===== config.mk =====
export PLATFORM = sky130hd
export DESIGN_NAME = neighbor_table_with_aging_top
export DESIGN_NICKNAME = d
export VERILOG_FILES = /design/src/sv/nta_pkg.sv /design/src/sv/neighbor_table_with_aging_top.sv
export SDC_FILE = /design/constraint.sdc
export NUM_CORES = 1
export LEC_CHECK = 0
export BUFFER_PORTS_ARGS = -buffer_cell sky130_fd_sc_hd__buf_4
export CAP_MARGIN = 20
export CORE_MARGIN = 2
export CORE_UTILIZATION = 30
export DETAILED_ROUTE_END_ITERATION = 10
export SYNTH_ARGS = -nofsm -noshare
export SYNTH_HDL_FRONTEND = slang
export SYNTH_SLANG_ARGS = --single-unit
export TNS_END_PERCENT = 5

===== constraint.sdc =====
create_clock -name clk_i -period 4.6 [get_ports clk_i]
set_input_delay 0.92 -clock clk_i [delete_from_list [all_inputs] [get_ports clk_i]]
set_output_delay 0.92 -clock clk_i [all_outputs]
set_load 0.02 [all_outputs]

===== src/sv/nta_pkg.sv =====
`timescale 1ns / 1ps
`default_nettype none
// ----------------------------------------------------------------------------
// nta_pkg
// Shared types and codes of the neighbor table with aging.
// ----------------------------------------------------------------------------
package nta_pkg;

  localparam int IN_DATA_W  = 104;
  localparam int OUT_DATA_W = 16;
  localparam int IFACE_W    = 2;
  localparam int WORD_W     = 32;
  localparam int AGE_W      = 8;
  localparam int CNT_OUT_W  = 5;

  localparam logic [AGE_W-1:0] DEAD_LIMIT_RST = 8'd15;
  localparam logic [AGE_W-1:0] AGE_MAX        = 8'hFF;

  typedef enum logic {
    OP_HELLO = 1'b0,
    OP_TICK  = 1'b1
  } op_e;

  typedef enum logic [1:0] {
    OUT_REFRESH = 2'd0,
    OUT_ADDED   = 2'd1,
    OUT_DROPPED = 2'd2,
    OUT_TICK    = 2'd3
  } outcome_e;

  typedef enum logic [1:0] {
    ST_IDLE,
    ST_SCAN,
    ST_UPDATE,
    ST_FINISH
  } state_e;

  typedef struct packed {
    logic [WORD_W-1:0]  mask;
    logic [WORD_W-1:0]  addr;
    logic [WORD_W-1:0]  id;
    logic [IFACE_W-1:0] iface;
  } entry_t;

endpackage

`default_nettype wire


===== src/sv/neighbor_table_with_aging_top.sv =====
`timescale 1ns / 1ps
`default_nettype none
// ----------------------------------------------------------------------------
// neighbor_table_with_aging_top
// Per-interface neighbor table: hello lookup and insert, tick-driven aging.
//
// Usage:
//   s_axis carries one request: tuser = operation (hello or tick), tdata =
//   interface, router id, source address, mask. m_axis returns one result
//   per request: tuser = outcome, tdata = interface count, removed count,
//   update request. cfg_we_i/cfg_wdata_i write the dead limit; the user
//   must write it only while idle, the block does not enforce this.
//   One request is in work at a time. A hello or a tick walks all
//   MAX_NEIGHBORS entries of the table memory, one read a cycle; a hello
//   then passes an update state, and a hello on an interface beyond
//   NUM_IFACES skips the walk. The next request is taken once its result
//   has moved into the output register. Reset clears all valid bits, the
//   interface counts and the output register, and loads the dead limit
//   with 15; the table takes requests as soon as reset is released.
//   A result waits in the output register while the receiver stalls; the
//   next request is still accepted and worked on, and its result waits
//   until the register is free.
// ----------------------------------------------------------------------------
module neighbor_table_with_aging_top #(
  parameter int MAX_NEIGHBORS = 16,
  parameter int NUM_IFACES    = 4
) (
  input  wire                               clk_i,
  input  wire                               rst_ni,
  input  wire                               cfg_we_i,
  input  wire [nta_pkg::AGE_W-1:0]          cfg_wdata_i,
  input  wire                               s_axis_tvalid_i,
  output logic                              s_axis_tready_o,
  // [1:0] iface_index, [33:2] neighbor_id, [65:34] neighbor_addr,
  // [97:66] neighbor_mask, rest zero
  input  wire [nta_pkg::IN_DATA_W-1:0]      s_axis_tdata_i,
  // [0] operation
  input  wire [0:0]                         s_axis_tuser_i,
  output logic                              m_axis_tvalid_o,
  input  wire                               m_axis_tready_i,
  // [4:0] iface_count, [9:5] removed_count, [10] update_request, rest zero
  output logic [nta_pkg::OUT_DATA_W-1:0]    m_axis_tdata_o,
  // [1:0] outcome
  output logic [1:0]                        m_axis_tuser_o
);
  import nta_pkg::*;

  localparam int AW  = $clog2(MAX_NEIGHBORS);
  localparam int SW  = $clog2(MAX_NEIGHBORS + 1);
  localparam int CIW = (NUM_IFACES > 1) ? $clog2(NUM_IFACES) : 1;

  function automatic logic [CNT_OUT_W-1:0] sat_cnt(input logic [SW-1:0] v);
    return (32'(v) > 32'd31) ? 5'd31 : CNT_OUT_W'(v);
  endfunction

  // memories
  entry_t           ent_mem [MAX_NEIGHBORS];
  logic [AGE_W-1:0] age_mem [MAX_NEIGHBORS];
  entry_t           ent_rd_q;
  logic [AGE_W-1:0] age_rd_q;

  state_e state_q, state_d;

  logic [AGE_W-1:0]   dead_limit_q;
  logic               op_q;
  logic [IFACE_W-1:0] ifc_q;
  logic [WORD_W-1:0]  id_q, addr_q, mask_q;

  logic [SW-1:0]  scan_q;
  logic           chk_vld_q;
  logic [AW-1:0]  chk_idx_q;
  logic           hit_q, free_q;
  logic [AW-1:0]  hit_idx_q, free_idx_q;
  logic [SW-1:0]  rem_q;

  logic [MAX_NEIGHBORS-1:0] valid_q;
  logic [SW-1:0]            cnt_q [NUM_IFACES];

  logic [1:0]           res_outcome_q;
  logic [CNT_OUT_W-1:0] res_count_q;
  logic [CNT_OUT_W-1:0] res_removed_q;
  logic                 res_upd_q;

  logic                 m_valid_q;
  logic [OUT_DATA_W-1:0] m_data_q;
  logic [1:0]           m_user_q;

  logic               accept;
  logic               issue;
  logic [AW-1:0]      rd_addr;
  logic               iface_ok;
  logic               chk_hello;
  logic               chk_tick;
  logic [AGE_W-1:0]   age_inc;
  logic               age_dead;
  logic [CIW-1:0]     cnt_idx;
  logic [SW-1:0]      cnt_rd;
  logic               out_free;

  logic               age_we;
  logic [AW-1:0]      age_waddr;
  logic [AGE_W-1:0]   age_wdata;
  logic               ent_we;

  assign s_axis_tready_o = (state_q == ST_IDLE);
  assign accept          = s_axis_tvalid_i && s_axis_tready_o;
  assign iface_ok        = ({30'd0, s_axis_tdata_i[1:0]} < 32'(NUM_IFACES));
  assign issue           = (state_q == ST_SCAN) && (32'(scan_q) < 32'(MAX_NEIGHBORS));
  assign rd_addr         = scan_q[AW-1:0];
  assign chk_hello       = chk_vld_q && (op_q == OP_HELLO);
  assign chk_tick        = chk_vld_q && (op_q == OP_TICK) && valid_q[chk_idx_q];
  assign age_inc         = (age_rd_q == AGE_MAX) ? AGE_MAX : age_rd_q + 8'd1;
  assign age_dead        = (age_inc >= dead_limit_q);
  assign cnt_idx         = (state_q == ST_SCAN) ? CIW'(ent_rd_q.iface) : CIW'(ifc_q);
  assign cnt_rd          = cnt_q[cnt_idx];
  assign out_free        = !m_valid_q || m_axis_tready_i;

  always_comb begin
    age_we    = 1'b0;
    age_waddr = chk_idx_q;
    age_wdata = age_inc;
    ent_we    = 1'b0;
    if (chk_tick && !age_dead) begin
      age_we = 1'b1;
    end else if (state_q == ST_UPDATE && (hit_q || free_q)) begin
      age_we    = 1'b1;
      age_waddr = hit_q ? hit_idx_q : free_idx_q;
      age_wdata = '0;
      ent_we    = !hit_q;
    end
  end

  always_ff @(posedge clk_i) begin
    if (issue) begin
      ent_rd_q <= ent_mem[rd_addr];
      age_rd_q <= age_mem[rd_addr];
    end
    if (age_we) begin
      age_mem[age_waddr] <= age_wdata;
    end
    if (ent_we) begin
      ent_mem[free_idx_q] <= '{mask: mask_q, addr: addr_q, id: id_q, iface: ifc_q};
    end
  end

  always_ff @(posedge clk_i or negedge rst_ni) begin
    if (!rst_ni) begin
      state_q <= ST_IDLE;
    end else begin
      state_q <= state_d;
    end
  end

  always_comb begin
    state_d = state_q;
    unique case (state_q)
      ST_IDLE: begin
        if (accept) begin
          if (s_axis_tuser_i[0] == OP_TICK || iface_ok) begin
            state_d = ST_SCAN;
          end else begin
            state_d = ST_FINISH;
          end
        end
      end
      ST_SCAN: begin
        if (!issue && !chk_vld_q) begin
          state_d = (op_q == OP_TICK) ? ST_FINISH : ST_UPDATE;
        end
      end
      ST_UPDATE: state_d = ST_FINISH;
      ST_FINISH: begin
        if (out_free) begin
          state_d = ST_IDLE;
        end
      end
      default: state_d = ST_IDLE;
    endcase
  end

  always_ff @(posedge clk_i or negedge rst_ni) begin
    if (!rst_ni) begin
      dead_limit_q  <= DEAD_LIMIT_RST;
      op_q          <= OP_HELLO;
      scan_q        <= '0;
      chk_vld_q     <= 1'b0;
      chk_idx_q     <= '0;
      hit_q         <= 1'b0;
      free_q        <= 1'b0;
      hit_idx_q     <= '0;
      free_idx_q    <= '0;
      rem_q         <= '0;
      valid_q       <= '0;
      res_outcome_q <= OUT_DROPPED;
      res_count_q   <= '0;
      res_removed_q <= '0;
      res_upd_q     <= 1'b0;
      m_valid_q     <= 1'b0;
      m_data_q      <= '0;
      m_user_q      <= '0;
      for (int i = 0; i < NUM_IFACES; i++) begin
        cnt_q[i] <= '0;
      end
    end else begin
      if (cfg_we_i) begin
        dead_limit_q <= cfg_wdata_i;
      end

      if (accept) begin
        op_q   <= s_axis_tuser_i[0];
        scan_q <= '0;
        hit_q  <= 1'b0;
        free_q <= 1'b0;
        rem_q  <= '0;
        if (s_axis_tuser_i[0] == OP_HELLO && !iface_ok) begin
          res_outcome_q <= OUT_DROPPED;
          res_count_q   <= '0;
          res_removed_q <= '0;
          res_upd_q     <= 1'b0;
        end
      end

      if (issue) begin
        scan_q <= scan_q + 1'b1;
      end
      chk_vld_q <= issue;
      chk_idx_q <= rd_addr;

      // hello lookup: first matching entry, lowest free slot
      if (chk_hello) begin
        if (valid_q[chk_idx_q]) begin
          if (!hit_q && ent_rd_q.iface == ifc_q && ent_rd_q.id == id_q) begin
            hit_q     <= 1'b1;
            hit_idx_q <= chk_idx_q;
          end
        end else if (!free_q) begin
          free_q     <= 1'b1;
          free_idx_q <= chk_idx_q;
        end
      end

      // aging and removal
      if (chk_tick && age_dead) begin
        valid_q[chk_idx_q] <= 1'b0;
        rem_q              <= rem_q + 1'b1;
        if (cnt_rd != '0) begin
          cnt_q[cnt_idx] <= cnt_rd - 1'b1;
        end
      end

      if (state_q == ST_SCAN && state_d == ST_FINISH) begin
        res_outcome_q <= OUT_TICK;
        res_count_q   <= '0;
        res_removed_q <= sat_cnt(rem_q);
        res_upd_q     <= 1'b0;
      end

      if (state_q == ST_UPDATE) begin
        res_removed_q <= '0;
        if (hit_q) begin
          res_outcome_q <= OUT_REFRESH;
          res_count_q   <= sat_cnt(cnt_rd);
          res_upd_q     <= 1'b0;
        end else if (free_q) begin
          res_outcome_q       <= OUT_ADDED;
          res_upd_q           <= 1'b1;
          res_count_q         <= sat_cnt(cnt_rd + 1'b1);
          valid_q[free_idx_q] <= 1'b1;
          cnt_q[cnt_idx]      <= cnt_rd + 1'b1;
        end else begin
          res_outcome_q <= OUT_DROPPED;
          res_count_q   <= sat_cnt(cnt_rd);
          res_upd_q     <= 1'b0;
        end
      end

      if (state_q == ST_FINISH && out_free) begin
        m_valid_q <= 1'b1;
        m_user_q  <= res_outcome_q;
        m_data_q  <= {5'd0, res_upd_q, res_removed_q, res_count_q};
      end else if (m_axis_tready_i) begin
        m_valid_q <= 1'b0;
      end
    end
  end

  always_ff @(posedge clk_i) begin
    if (accept) begin
      ifc_q  <= s_axis_tdata_i[1:0];
      id_q   <= s_axis_tdata_i[33:2];
      addr_q <= s_axis_tdata_i[65:34];
      mask_q <= s_axis_tdata_i[97:66];
    end
  end

  assign m_axis_tvalid_o = m_valid_q;
  assign m_axis_tdata_o  = m_data_q;
  assign m_axis_tuser_o  = m_user_q;

endmodule

`default_nettype wire


Yosys cells after proc, flatten, opt, wreduce, memory -nomap -nowiden

Memories as Yosys holds them, arrays and structs flattened. A register that Yosys moved wholly into a read port is not among the register bits.
Cells that the tools add are included.
W data, S select, Z words.

Word-level logic and storage cells: 156
Output and inout port bits: 20
Bits in writable memories: 1696
Memories: 2
Register bits: 197

Memory list:

| memory  | words | bits a word | read ports | clocked after memory_dff | write ports | RTL line                            | RTL |
|---|---|---|---|---|---|---|---|
| ent_mem | 16    | 98          | 1          | 1                        | 1           | neighbor_table_with_aging_top.sv:57 | `entry_t ent_mem [MAX_NEIGHBORS];` |
| age_mem | 16    | 8           | 1          | 1                        | 1           | neighbor_table_with_aging_top.sv:58 | `logic [AGE_W-1:0] age_mem [MAX_NEIGHBORS];` |

Eq/ne operators: 7
Multiplexer cells: 69
$add $sub $neg: 5
Bitwise operators: 7
Order comparisons: 8
Reductions and logical operators: 31

Operator list:

| kind                  | count |
|---|---|
| $mux W20              | 5 |
| $mux W16              | 4 |
| $mux W5               | 12 |
| $bwmux W20            | 2 |
| $eq A32 B32 Y1        | 1 |
| $mux W1               | 26 |
| $mux W8               | 3 |
| $and A16 B16 Y16      | 1 |
| $logic_and A1 B1 Y1   | 16 |
| $mux W2               | 8 |
| $not A16 Y16          | 1 |
| $or A16 B16 Y16       | 1 |
| $add A5 B1 Y5 const B | 3 |
| $mux W4               | 3 |
| $bmux W5 S2           | 1 |
| $demux W5 S2          | 1 |
| $lt A4 B5 Y1 const B  | 2 |
| $add A8 B1 Y8 const B | 1 |
| $demux W1 S4          | 2 |
| $eq A8 B8 Y1 const B  | 1 |
| $ge A4 B1 Y1 const B  | 2 |
| $ge A8 B8 Y1          | 1 |
| $pmux W2 S4           | 1 |
| $reduce_bool A2 Y1    | 4 |
| other kinds (15)      | 25 |

Logic depth before layout (Yosys ltp)

Gate-level depths: netlist of the first run.

Depth after elaboration: 14
Depth in mapped cells: 14
Mapped depth without buffers: 13

Worst setup path after synthesis of the first run

OpenSTA, ideal clock, no wires.

Path type: register to register
From: reg age_rd_q[0], read port of age_mem
To: mem ent_mem[11][0] in the netlist's numbering (enable)
Arrival time: 3.571 ns
Period minus slack after synthesis: 3.996 ns
Setup time: 0.425 ns
Cell stages (with the launch flop): 13
Required time: 4.175 ns
Path slack: 0.604 ns
Path through: edfxtp_1 > ha_1 > nand2_1 > or2_2 > clkbuf_1 > and2_1 > ha_1 > nand2b_1 > a2111o_1 > a31oi_1 > nand2_1 > nand3_1 > nor2_1

Word-level cells in the longest chain between the ends: 8

Ends and longest elaborated chain:

| item                                          | RTL line                             | RTL |
|---|---|---|
| start, declared                               | neighbor_table_with_aging_top.sv:60  | `logic [AGE_W-1:0] age_rd_q;` |
| $add A8 B1 Y8 or $eq A8 B8 Y1 (tied branches) | neighbor_table_with_aging_top.sv:112 | `assign age_inc = (age_rd_q == AGE_MAX) ? AGE_MAX : age_rd_q + 8'd1;` |
| $mux W8 (*)                                   | neighbor_table_with_aging_top.sv:112 |  |
| $ge A8 B8 Y1 (*)                              | neighbor_table_with_aging_top.sv:113 | `assign age_dead = (age_inc >= dead_limit_q);` |
| $logic_not A1 Y1 (*)                          | neighbor_table_with_aging_top.sv:123 | `if (chk_tick && !age_dead) begin` |
| $logic_and A1 B1 Y1 (*)                       | neighbor_table_with_aging_top.sv:123 |  |
| $mux W1 (*)                                   | neighbor_table_with_aging_top.sv:123 |  |
| $mux W1 (*)                                   | neighbor_table_with_aging_top.sv:141 | `if (ent_we) begin` |
| $mux W1 (not written as such) (*)             | neighbor_table_with_aging_top.sv:142 | `ent_mem[free_idx_q] <= '{mask: mask_q, addr: addr_q, id: id_q, iface: ifc_q};` |
| end, declared                                 | neighbor_table_with_aging_top.sv:57  |  |

Mark *: on every way between the ends. The rest lies on a longest branch, timed or not.

Worst setup path after layout of the first run

From: reg age_rd_q[0], read port of age_mem
To: mem age_mem[2][6] (enable)

Word-level cells in the longest chain between the ends: 8

Ends and longest elaborated chain:

| item                                          | RTL line                             | RTL |
|---|---|---|
| $add A8 B1 Y8 or $eq A8 B8 Y1 (tied branches) | neighbor_table_with_aging_top.sv:112 |  |
| $mux W8 (*)                                   | neighbor_table_with_aging_top.sv:112 |  |
| $ge A8 B8 Y1 (*)                              | neighbor_table_with_aging_top.sv:113 |  |
| $logic_not A1 Y1 (*)                          | neighbor_table_with_aging_top.sv:123 |  |
| $logic_and A1 B1 Y1 (*)                       | neighbor_table_with_aging_top.sv:123 |  |
| $mux W1                                       | neighbor_table_with_aging_top.sv:123 |  |
| $mux W1                                       | neighbor_table_with_aging_top.sv:138 | `if (age_we) begin` |
| $mux W1 (not written as such)                 | neighbor_table_with_aging_top.sv:139 | `age_mem[age_waddr] <= age_wdata;` |
| end, declared                                 | neighbor_table_with_aging_top.sv:58  |  |

Marks and branches as above.

==> results of run 1 <==
## metal layers
layer	wire (µm)	global-route usage, %	vias to the layer above
met2	35800	21.5	424
met1	30700	17.0	8607
met5	0	0	-
met3	3260	2.09	119
met4	1780	3.70	0
li1	-	-	6982
## kinds of logic (layout without fill, tap and decap cells)
group,Yosys count,after routing,share of synthesized area (%)
other cells,1,5,0.0113
fa+ha+maj,14,14,0.526
flops,847,847,74.9
buf+inv,102,300,1.27
xor+xnor,47,47,1.24
compound gates,150,150,2.89
mux,256,256,16.0
simple gates,226,226,3.19
## through the flow
step                      instance area, µm²  std cells  power [µW]  utilization (%)  worst slack, ps
after floorplan                        33300       1647       14200                -              604
after global placement                 36100       3177       15900             32.7              159
after detailed placement               36100       3177       16100             32.7              234
after CTS                              38900       3332       22900             35.2              197
after global routing                   38900       3333       23700             35.3             50.1
final                                  38900       3333       22600             35.3              377
## worst min path at each step
stage	to	slack, ps	depth (start not counted)
2_1_floorplan	chk_idx_q[3]	350	0
4_1_cts	id_q[14]	380	1
3_5_place_dp	m_axis_tdata_o[0]	490	1
6_report	dead_limit_q[4]	130	1
3_3_place_gp	valid_q[14]	480	2
5_1_grt	dead_limit_q[4]	120	1
## final cells by class
cell class	instances	area, µm²
well taps	1488	1860
fillers	10100	71500
repair buffers	127	1170
flip-flops and latches	847	25000
multi-input cells	698	8090
clock buffers	108	2270
clock inverters	47	482
inverters	18	67.6
## synthesized netlist by cell type, types with 5 or more instances
library cell / n
xor2_1: 20
nand4_1: 6
dfstp_2: 5
mux2i_1: 12
buf_1: 21
xnor2_1: 27
and3_1: 5
o31ai_1: 9
a21oi_1: 25
mux4_2: 217
o41ai_1: 8
nand2b_1: 17
buf_4: 6
nor3_1: 14
nor2_1: 58
a31oi_1: 13
edfxtp_1: 748
o22a_1: 8
mux2_2: 25
dfrtp_1: 94
ha_1: 14
o21ai_0: 53
o22ai_1: 6
a22oi_1: 5
nand2_1: 68
inv_1: 18
clkbuf_1: 54
nor2b_1: 9
nand3_1: 28
## layout by cell type, fill, tap and decap left out, types with 18 or more instances in the layout
cell       instances
a21oi_1           25
nand2_1           68
clkbuf_16         86
mux4_2           217
mux2_2            25
dfrtp_1           90
o21ai_0           53
buf_4            110
edfxtp_1         748
nand3_1           28
xor2_1            20
nor2_1            38
clkbuf_1          18
xnor2_1           27
## flip-flops by register name, summed over array words and instances, names as in the netlist, 4 cells and up
| signal | count |
|---|---|
| res_count_q | 5 |
| id_q | 32 |
| age_mem | 128 |
| cnt_q | 20 |
| chk_idx_q | 4 |
| free_idx_q | 4 |
| hit_idx_q | 4 |
| age_rd_q | 8 |
| ent_mem | 544 |
| valid_q | 16 |
| scan_q | 5 |
| rem_q | 5 |
| m_axis_tdata_o | 11 |
| res_removed_q | 5 |
| ent_rd_q | 34 |
| dead_limit_q | 8 |
## repair_timing
item,in CTS,in global routing
endpoints found under the setup margin,0,18
gates resized for setup,0,3
buffers inserted,0,0
## power groups by stage
stage	registers [µW]	logic, µW	clock network (µW)
2_1_floorplan	10000	4180	0
3_3_place_gp	10500	5400	0
3_5_place_dp	10600	5510	0
4_1_cts	10400	5530	6940
5_1_grt	10600	5910	7230
6_report	10400	5420	6770
==> run_results.csv, run 1 <==
group,metric,value,unit
run_status,outcome,"completed",
timing,rsz0062_at_grt,"false",
timing,period_needed,4220,ps
grt,grt_usage,12.8,%
detailed_routing,vias,16100,
worst_setup_path,crit_type,"flip-flop to flip-flop",
grt,grt_antenna_before_repair,0,
synthesis,synthArstFlopShare,11.7,%
timing,post-route-period-util,91.8,%
worst_setup_path,slowest_delay,660,ps
worst_setup_path,crit_slowest_cell,"nor2_1",
power_and_ir_drop,p_seq_share,46.1,%
synthesis,yosys.area.top_type,"edfxtp_1",
worst_setup_path,endpoint_kind,"flip-flop",
hold_path,hp-class,"primary input to asynchronous set/reset pin",
timing,skew,67.2,ps
clock_tree,worstSkewPairLatency,670,ps
floorplanning,num_io_pins,138,
detailed_routing,wl,71500,µm
timing,tightest_slew,1100,ps
grt,grt_first_pass_wirelength,108000,µm
power_and_ir_drop,peakVddDrop,0.305,mV
worst_setup_path,cp_max_fo,8,
detailed_routing,drc,0,
worst_setup_path,rr_startpoint,"age_rd_q[0]",
detailed_routing,drt-pass1-iter-count,6,
power_and_ir_drop,comb_power_share,24.0,%
final_layout,drive_gt1_share,29.1,%
clock_tree,clk_pin_slew,60,ps
worst_setup_path,worst-path-stages,12,
worst_setup_path,crit_family,"simple AND/OR/NAND/NOR gates",
synthesis,synth.yosys.seq_area_share,74.9,%
power_and_ir_drop,p_clk_share,29.9,%
synthesis,syn_avg_cell_area,20.3,µm²
synthesis,ys.flop_type,"edfxtp_1",
power_and_ir_drop,power.density,581,nW/µm²
synthesis,netlist.area_leader.share,67.4,%
timing,finalHoldViolations,0,
placement,dpl.hpwl,40700,µm
timing,fmax,0.237,GHz
floorplanning,core_region_area,110000,µm²
clock_tree,cts_hold_buffers,0,
timing,fin_setup_tns,0,ps
worst_setup_path,ff2ff_setup_slack,380,ps
worst_setup_path,cp_data_arrival_time,4470,ps
synthesis,synth_edf_count,748,
synthesis,synthesis.area,33300,µm²
worst_setup_path,path_cells,"ha_1, nand2_1, or2_2, and2_1, ha_1, nand2b_1, a2111o_1, a31oi_1, buf_4, and2_1, a21oi_1, nor2_1",
clock_tree,cts_buffers,86,
power_and_ir_drop,internal_power,16000,µW
power_and_ir_drop,switchingPower,6570,µW
detailed_routing,wl_per_cell,21.5,µm
power_and_ir_drop,swShare,29.1,%
clock_tree,clk_path_buf_depth,3,
power_and_ir_drop,power_leakage,0.0125,µW
synthesis,synth.area.top_cells,"edfxtp_1 67%, mux4_2 15%, dfrtp_1 7.1%",
flow_run,maxCapViolCount,0,
worst_setup_path,crit_path_end,"age_mem[2][6]",
timing,relSlewSlack,26.9,%
clock_tree,cts-root-buf,"clkbuf_16",
timing,setup_viol,0,
clock_tree,cts_tree,"done",
final_layout,antennaDiodeCount,0,
worst_setup_path,worst_setup_path_start_kind,"flip-flop",
synthesis,syn-instance-count,1643,
detailed_routing,vias_per_cell,4.84,
placement,portBuffers,62,
worst_setup_path,cp_num_buf_inv,1,
floorplanning,start_util,30.2,%
worst_setup_path,r2r_cells,12,
synthesis,ys_types,54,
floorplanning,dieWidth,337,µm
grt,grt_max_degree,79,
grt,grt.overflow.total,0,
synthesis,synth_warnings,0,
timing,timing.hold.ws,134,ps
placement,globalplace.congestion,0.773,
floorplanning,dieArea,114000,µm²
worst_setup_path,cp.required,4850,ps
floorplanning,rows,122,
detailed_routing,drt_iter0_drc,1507,
grt,grt_pass1_vias,16900,
final_layout,area_growth,16.8,%
timing,slew_violations,0,
clock_tree,cts.htree.levels,3,
synthesis,synth-seq-cells,847,
worst_setup_path,startpoint,"age_rd_q[0]",
final_layout,nNetsFinal,1910,
clock_tree,clock-sinks,847,
worst_setup_path,worstReg2RegEnd,"age_mem[2][6]",
detailed_routing,antenna_left,0,
floorplanning,die_y,337,µm
(Power assumes the default switching activity.)
==> inputs of run 2 (changes only) <==
--- a/config.mk
+++ b/config.mk
@@ -5,11 +5,13 @@
 export SDC_FILE = /design/constraint.sdc
 export NUM_CORES = 1
 export LEC_CHECK = 0
+export ABC_AREA = 1
 export BUFFER_PORTS_ARGS = -buffer_cell sky130_fd_sc_hd__buf_4
 export CAP_MARGIN = 20
 export CORE_MARGIN = 2
 export CORE_UTILIZATION = 30
 export DETAILED_ROUTE_END_ITERATION = 10
+export RECOVER_POWER = 50
 export SYNTH_ARGS = -nofsm -noshare
 export SYNTH_HDL_FRONTEND = slang
 export SYNTH_SLANG_ARGS = --single-unit
==> run_results.csv, run 2 <==
group,metric,value,unit
timing,skew,50.1,ps
clock_tree,cts-root-buf,"clkbuf_16",
floorplanning,num_io_pins,138,
worst_setup_path,path_cells,"ha_1, nand2_1, nor2_1, inv_1, nor2_1, inv_1, nor2_1, nand3_1, inv_1, nor3_1, inv_1, ha_1, nand2_1, inv_1, nor2_1, o21a_1, nand3_1, inv_1, nand3_2, o21ai_0, nand3_1, nor2_1, buf_4",
synthesis,synth.yosys.seq_area_share,71.2,%
detailed_routing,drt_iter0_drc,1662,
timing,finalHoldViolations,0,
synthesis,synthTopCellsByCount,"748 x edfxtp_1, 324 x nand2_1, 290 x o21ai_0, 289 x inv_1, 185 x a21oi_1",
worst_setup_path,crit_family,"simple AND/OR/NAND/NOR gates",
synthesis,synth.area.top_cells,"edfxtp_1 64%, dfrtp_1 6.7%, mux2i_1 4.8%",
synthesis,ys.flop_type,"edfxtp_1",
detailed_routing,antenna_left,0,
grt,grt_antenna_before_repair,0,
grt,grt_max_degree,126,
synthesis,synth-seq-cells,847,
floorplanning,start_util,30.2,%
run_status,outcome,"complete, but fails checks",
synthesis,synth_edf_count,748,
timing,setup_viol,0,
synthesis,synth_top_family_by_area,"compound AO/OA/AOI/OAI gates",
floorplanning,die_y,346,µm
timing,relSlewSlack,-140,%
detailed_routing,drt-pass1-iter-count,6,
timing,post-route-period-util,89.0,%
worst_setup_path,cp_max_fo,11,
worst_setup_path,worst_setup_path_start_kind,"flip-flop",
timing,fin_setup_tns,0,ps
power_and_ir_drop,power.density,624,nW/µm²
detailed_routing,wl,82200,µm
synthesis,synth_most_common_cell,"edfxtp_1",
final_layout,top_regs,"ent_mem x544, age_mem x128, ent_rd_q x34",
clock_tree,cts.htree.levels,3,
worst_setup_path,cp.required,4960,ps
final_layout,drive_gt1_share,10.1,%
final_layout,regMostFlops,"ent_mem",
clock_tree,cts_hold_buffers,0,
synthesis,synthArstFlopShare,11.7,%
run_status,violations,"max-capacitance violations, max-slew violations",
synthesis,yosys.area_share.xor_xnor,0.946,%
final_layout,final_common_cell,"edfxtp_1",
timing,slew_violations,300,
final_layout,mostFrequentLayoutCells,"748 x edfxtp_1, 326 x nand2_1, 290 x o21ai_0, 274 x inv_1, 185 x a21oi_1",
floorplanning,dieWidth,346,µm
placement,globalplace.congestion,0.845,
clock_tree,clk_pin_slew,60,ps
detailed_routing,vias,21000,
synthesis,synthesis.area,35000,µm²
final_layout,nNetsFinal,2957,
clock_tree,clk_path_buf_depth,3,
worst_setup_path,crit_top_cell,"inv_1",
worst_setup_path,slowest_delay,420,ps
timing,fmax,0.244,GHz
synthesis,ys_types,48,
placement,placed_cell_area,37700,µm²
synthesis,yosys.area.top_type,"edfxtp_1",
worst_setup_path,cp_num_buf_inv,7,
detailed_routing,wl_per_cell,18.6,µm
final_layout,largest_reg_flops,544,
detailed_routing,vias_per_cell,4.74,
clock_tree,cts_buffers,88,
grt,grt_first_pass_wirelength,125000,µm
clock_tree,cts_tree,"done",
worst_setup_path,crit_slowest_cell,"edfxtp_1",
grt,grt_usage,13.6,%
synthesis,synth_compound_area_share,11.0,%
final_layout,fill_cells,11200,
timing,rsz0062_at_grt,"false",
grt,grt.overflow.total,0,
clock_tree,cts_resized,0,
synthesis,netlist.area_leader.share,64.1,%
timing,period_needed,4090,ps
final_layout,antennaDiodeCount,0,
synthesis,synth_simple_gate_area_share,6.58,%
placement,dpl.hpwl,46500,µm
flow_run,maxCapViolCount,6,
synthesis,synth_adder_area_share,0.500,%
placement,portBuffers,62,
synthesis,syn-instance-count,2726,
final_layout,fin_area,40400,µm²
synthesis,synthMuxAreaShare,4.83,%
floorplanning,core_region_area,116000,µm²
grt,grt_pass1_vias,20500,
worst_setup_path,crit_type,"flip-flop to flip-flop",
timing,tightest_slew,3600,ps
worst_setup_path,cp_data_arrival_time,4450,ps
clock_tree,clock-sinks,847,
floorplanning,dieArea,120000,µm²
clock_tree,post_cts_buffers,0,
clock_tree,worstSkewPairLatency,690,ps
synthesis,syn_avg_cell_area,12.9,µm²
power_and_ir_drop,power_leakage,0.0147,µW
detailed_routing,drc,0,
synthesis,synth_warnings,0,
hold_path,hp-class,"primary input to asynchronous set/reset pin",
final_layout,area_growth,15.4,%
floorplanning,rows,125,
worst_setup_path,endpoint_kind,"flip-flop",
power_and_ir_drop,peakVddDrop,0.573,mV
run 2: final timing paths:
check | startpoint | endpoint | slack, ps | cells after the start
min in group clk_i | s_axis_tdata_i[15] | id_q[13] | 440 | 1
max in group asynchronous | rst_ni | hit_q | 2140 | 2
worst min-delay path | rst_ni | dead_limit_q[7] | 370 | 1
worst max register to register | age_rd_q[0] | age_mem[12][5] | 510 | 23
worst min register to register | res_count_q[3] | m_axis_tdata_o[3] | 480 | 2
worst max-delay path | age_rd_q[0] | age_mem[12][5] | 510 | 23
run 2: cell families (layout without fill, tap and decap cells):
logic type | Yosys count | count (layout)
mux | 169 | 169
buf+inv | 441 | 611
fa+ha+maj | 14 | 14
compound gates | 675 | 675
xor+xnor | 37 | 37
simple gates | 542 | 542
flops | 847 | 847
other cells | 1 | 5
run 2: final cells by class:
type                            count  area [µm²]  share of cell area [%]
Multi-Input combinational cell   1442        8390                    20.7
Clock buffer                      106        2290                    5.66
Sequential cell                   847       25000                    61.7
Timing Repair Buffer              145        1070                    2.65
Clock inverter                     59         696                    1.72
Tap cell                         1524        1910                    4.71
Inverter                          301        1140                    2.81
run 2: routing by layer:
metal | vias to the layer above | GRT usage (%) | wire length, µm
li1 | 10000 | - | -
met1 | 10300 | 18.1 | 36900
met2 | 530 | 22.3 | 38700
met3 | 135 | 2.47 | 4330
met4 | 0 | 4.46 | 2350
met5 | - | 0 | 0
run 2: stage by stage:
stage | total power (µW) | setup WS (ps) | hold WS (ps) | instances | utilization, %
2_1_floorplan | 15600 | 884 | 352 | 2730 | -
3_3_place_gp | 18100 | 461 | 466 | 4259 | 32.4
3_5_place_dp | 18200 | 508 | 470 | 4259 | 32.4
4_1_cts | 25500 | 481 | 380 | 4424 | 35.0
5_1_grt | 26700 | 11.2 | 401 | 4424 | 34.8
6_report | 25200 | 507 | 372 | 4424 | 34.8
run 2: power breakdown:
| part | switching (µW) | internal (µW) | leakage, µW |
|---|---|---|---|
| sequential | 735 | 9780 | 0.00803 |
| combinational | 5090 | 2360 | 0.00521 |
| clock | 3050 | 4220 | 0.00145 |
| total | 8880 | 16400 | 0.0147 |
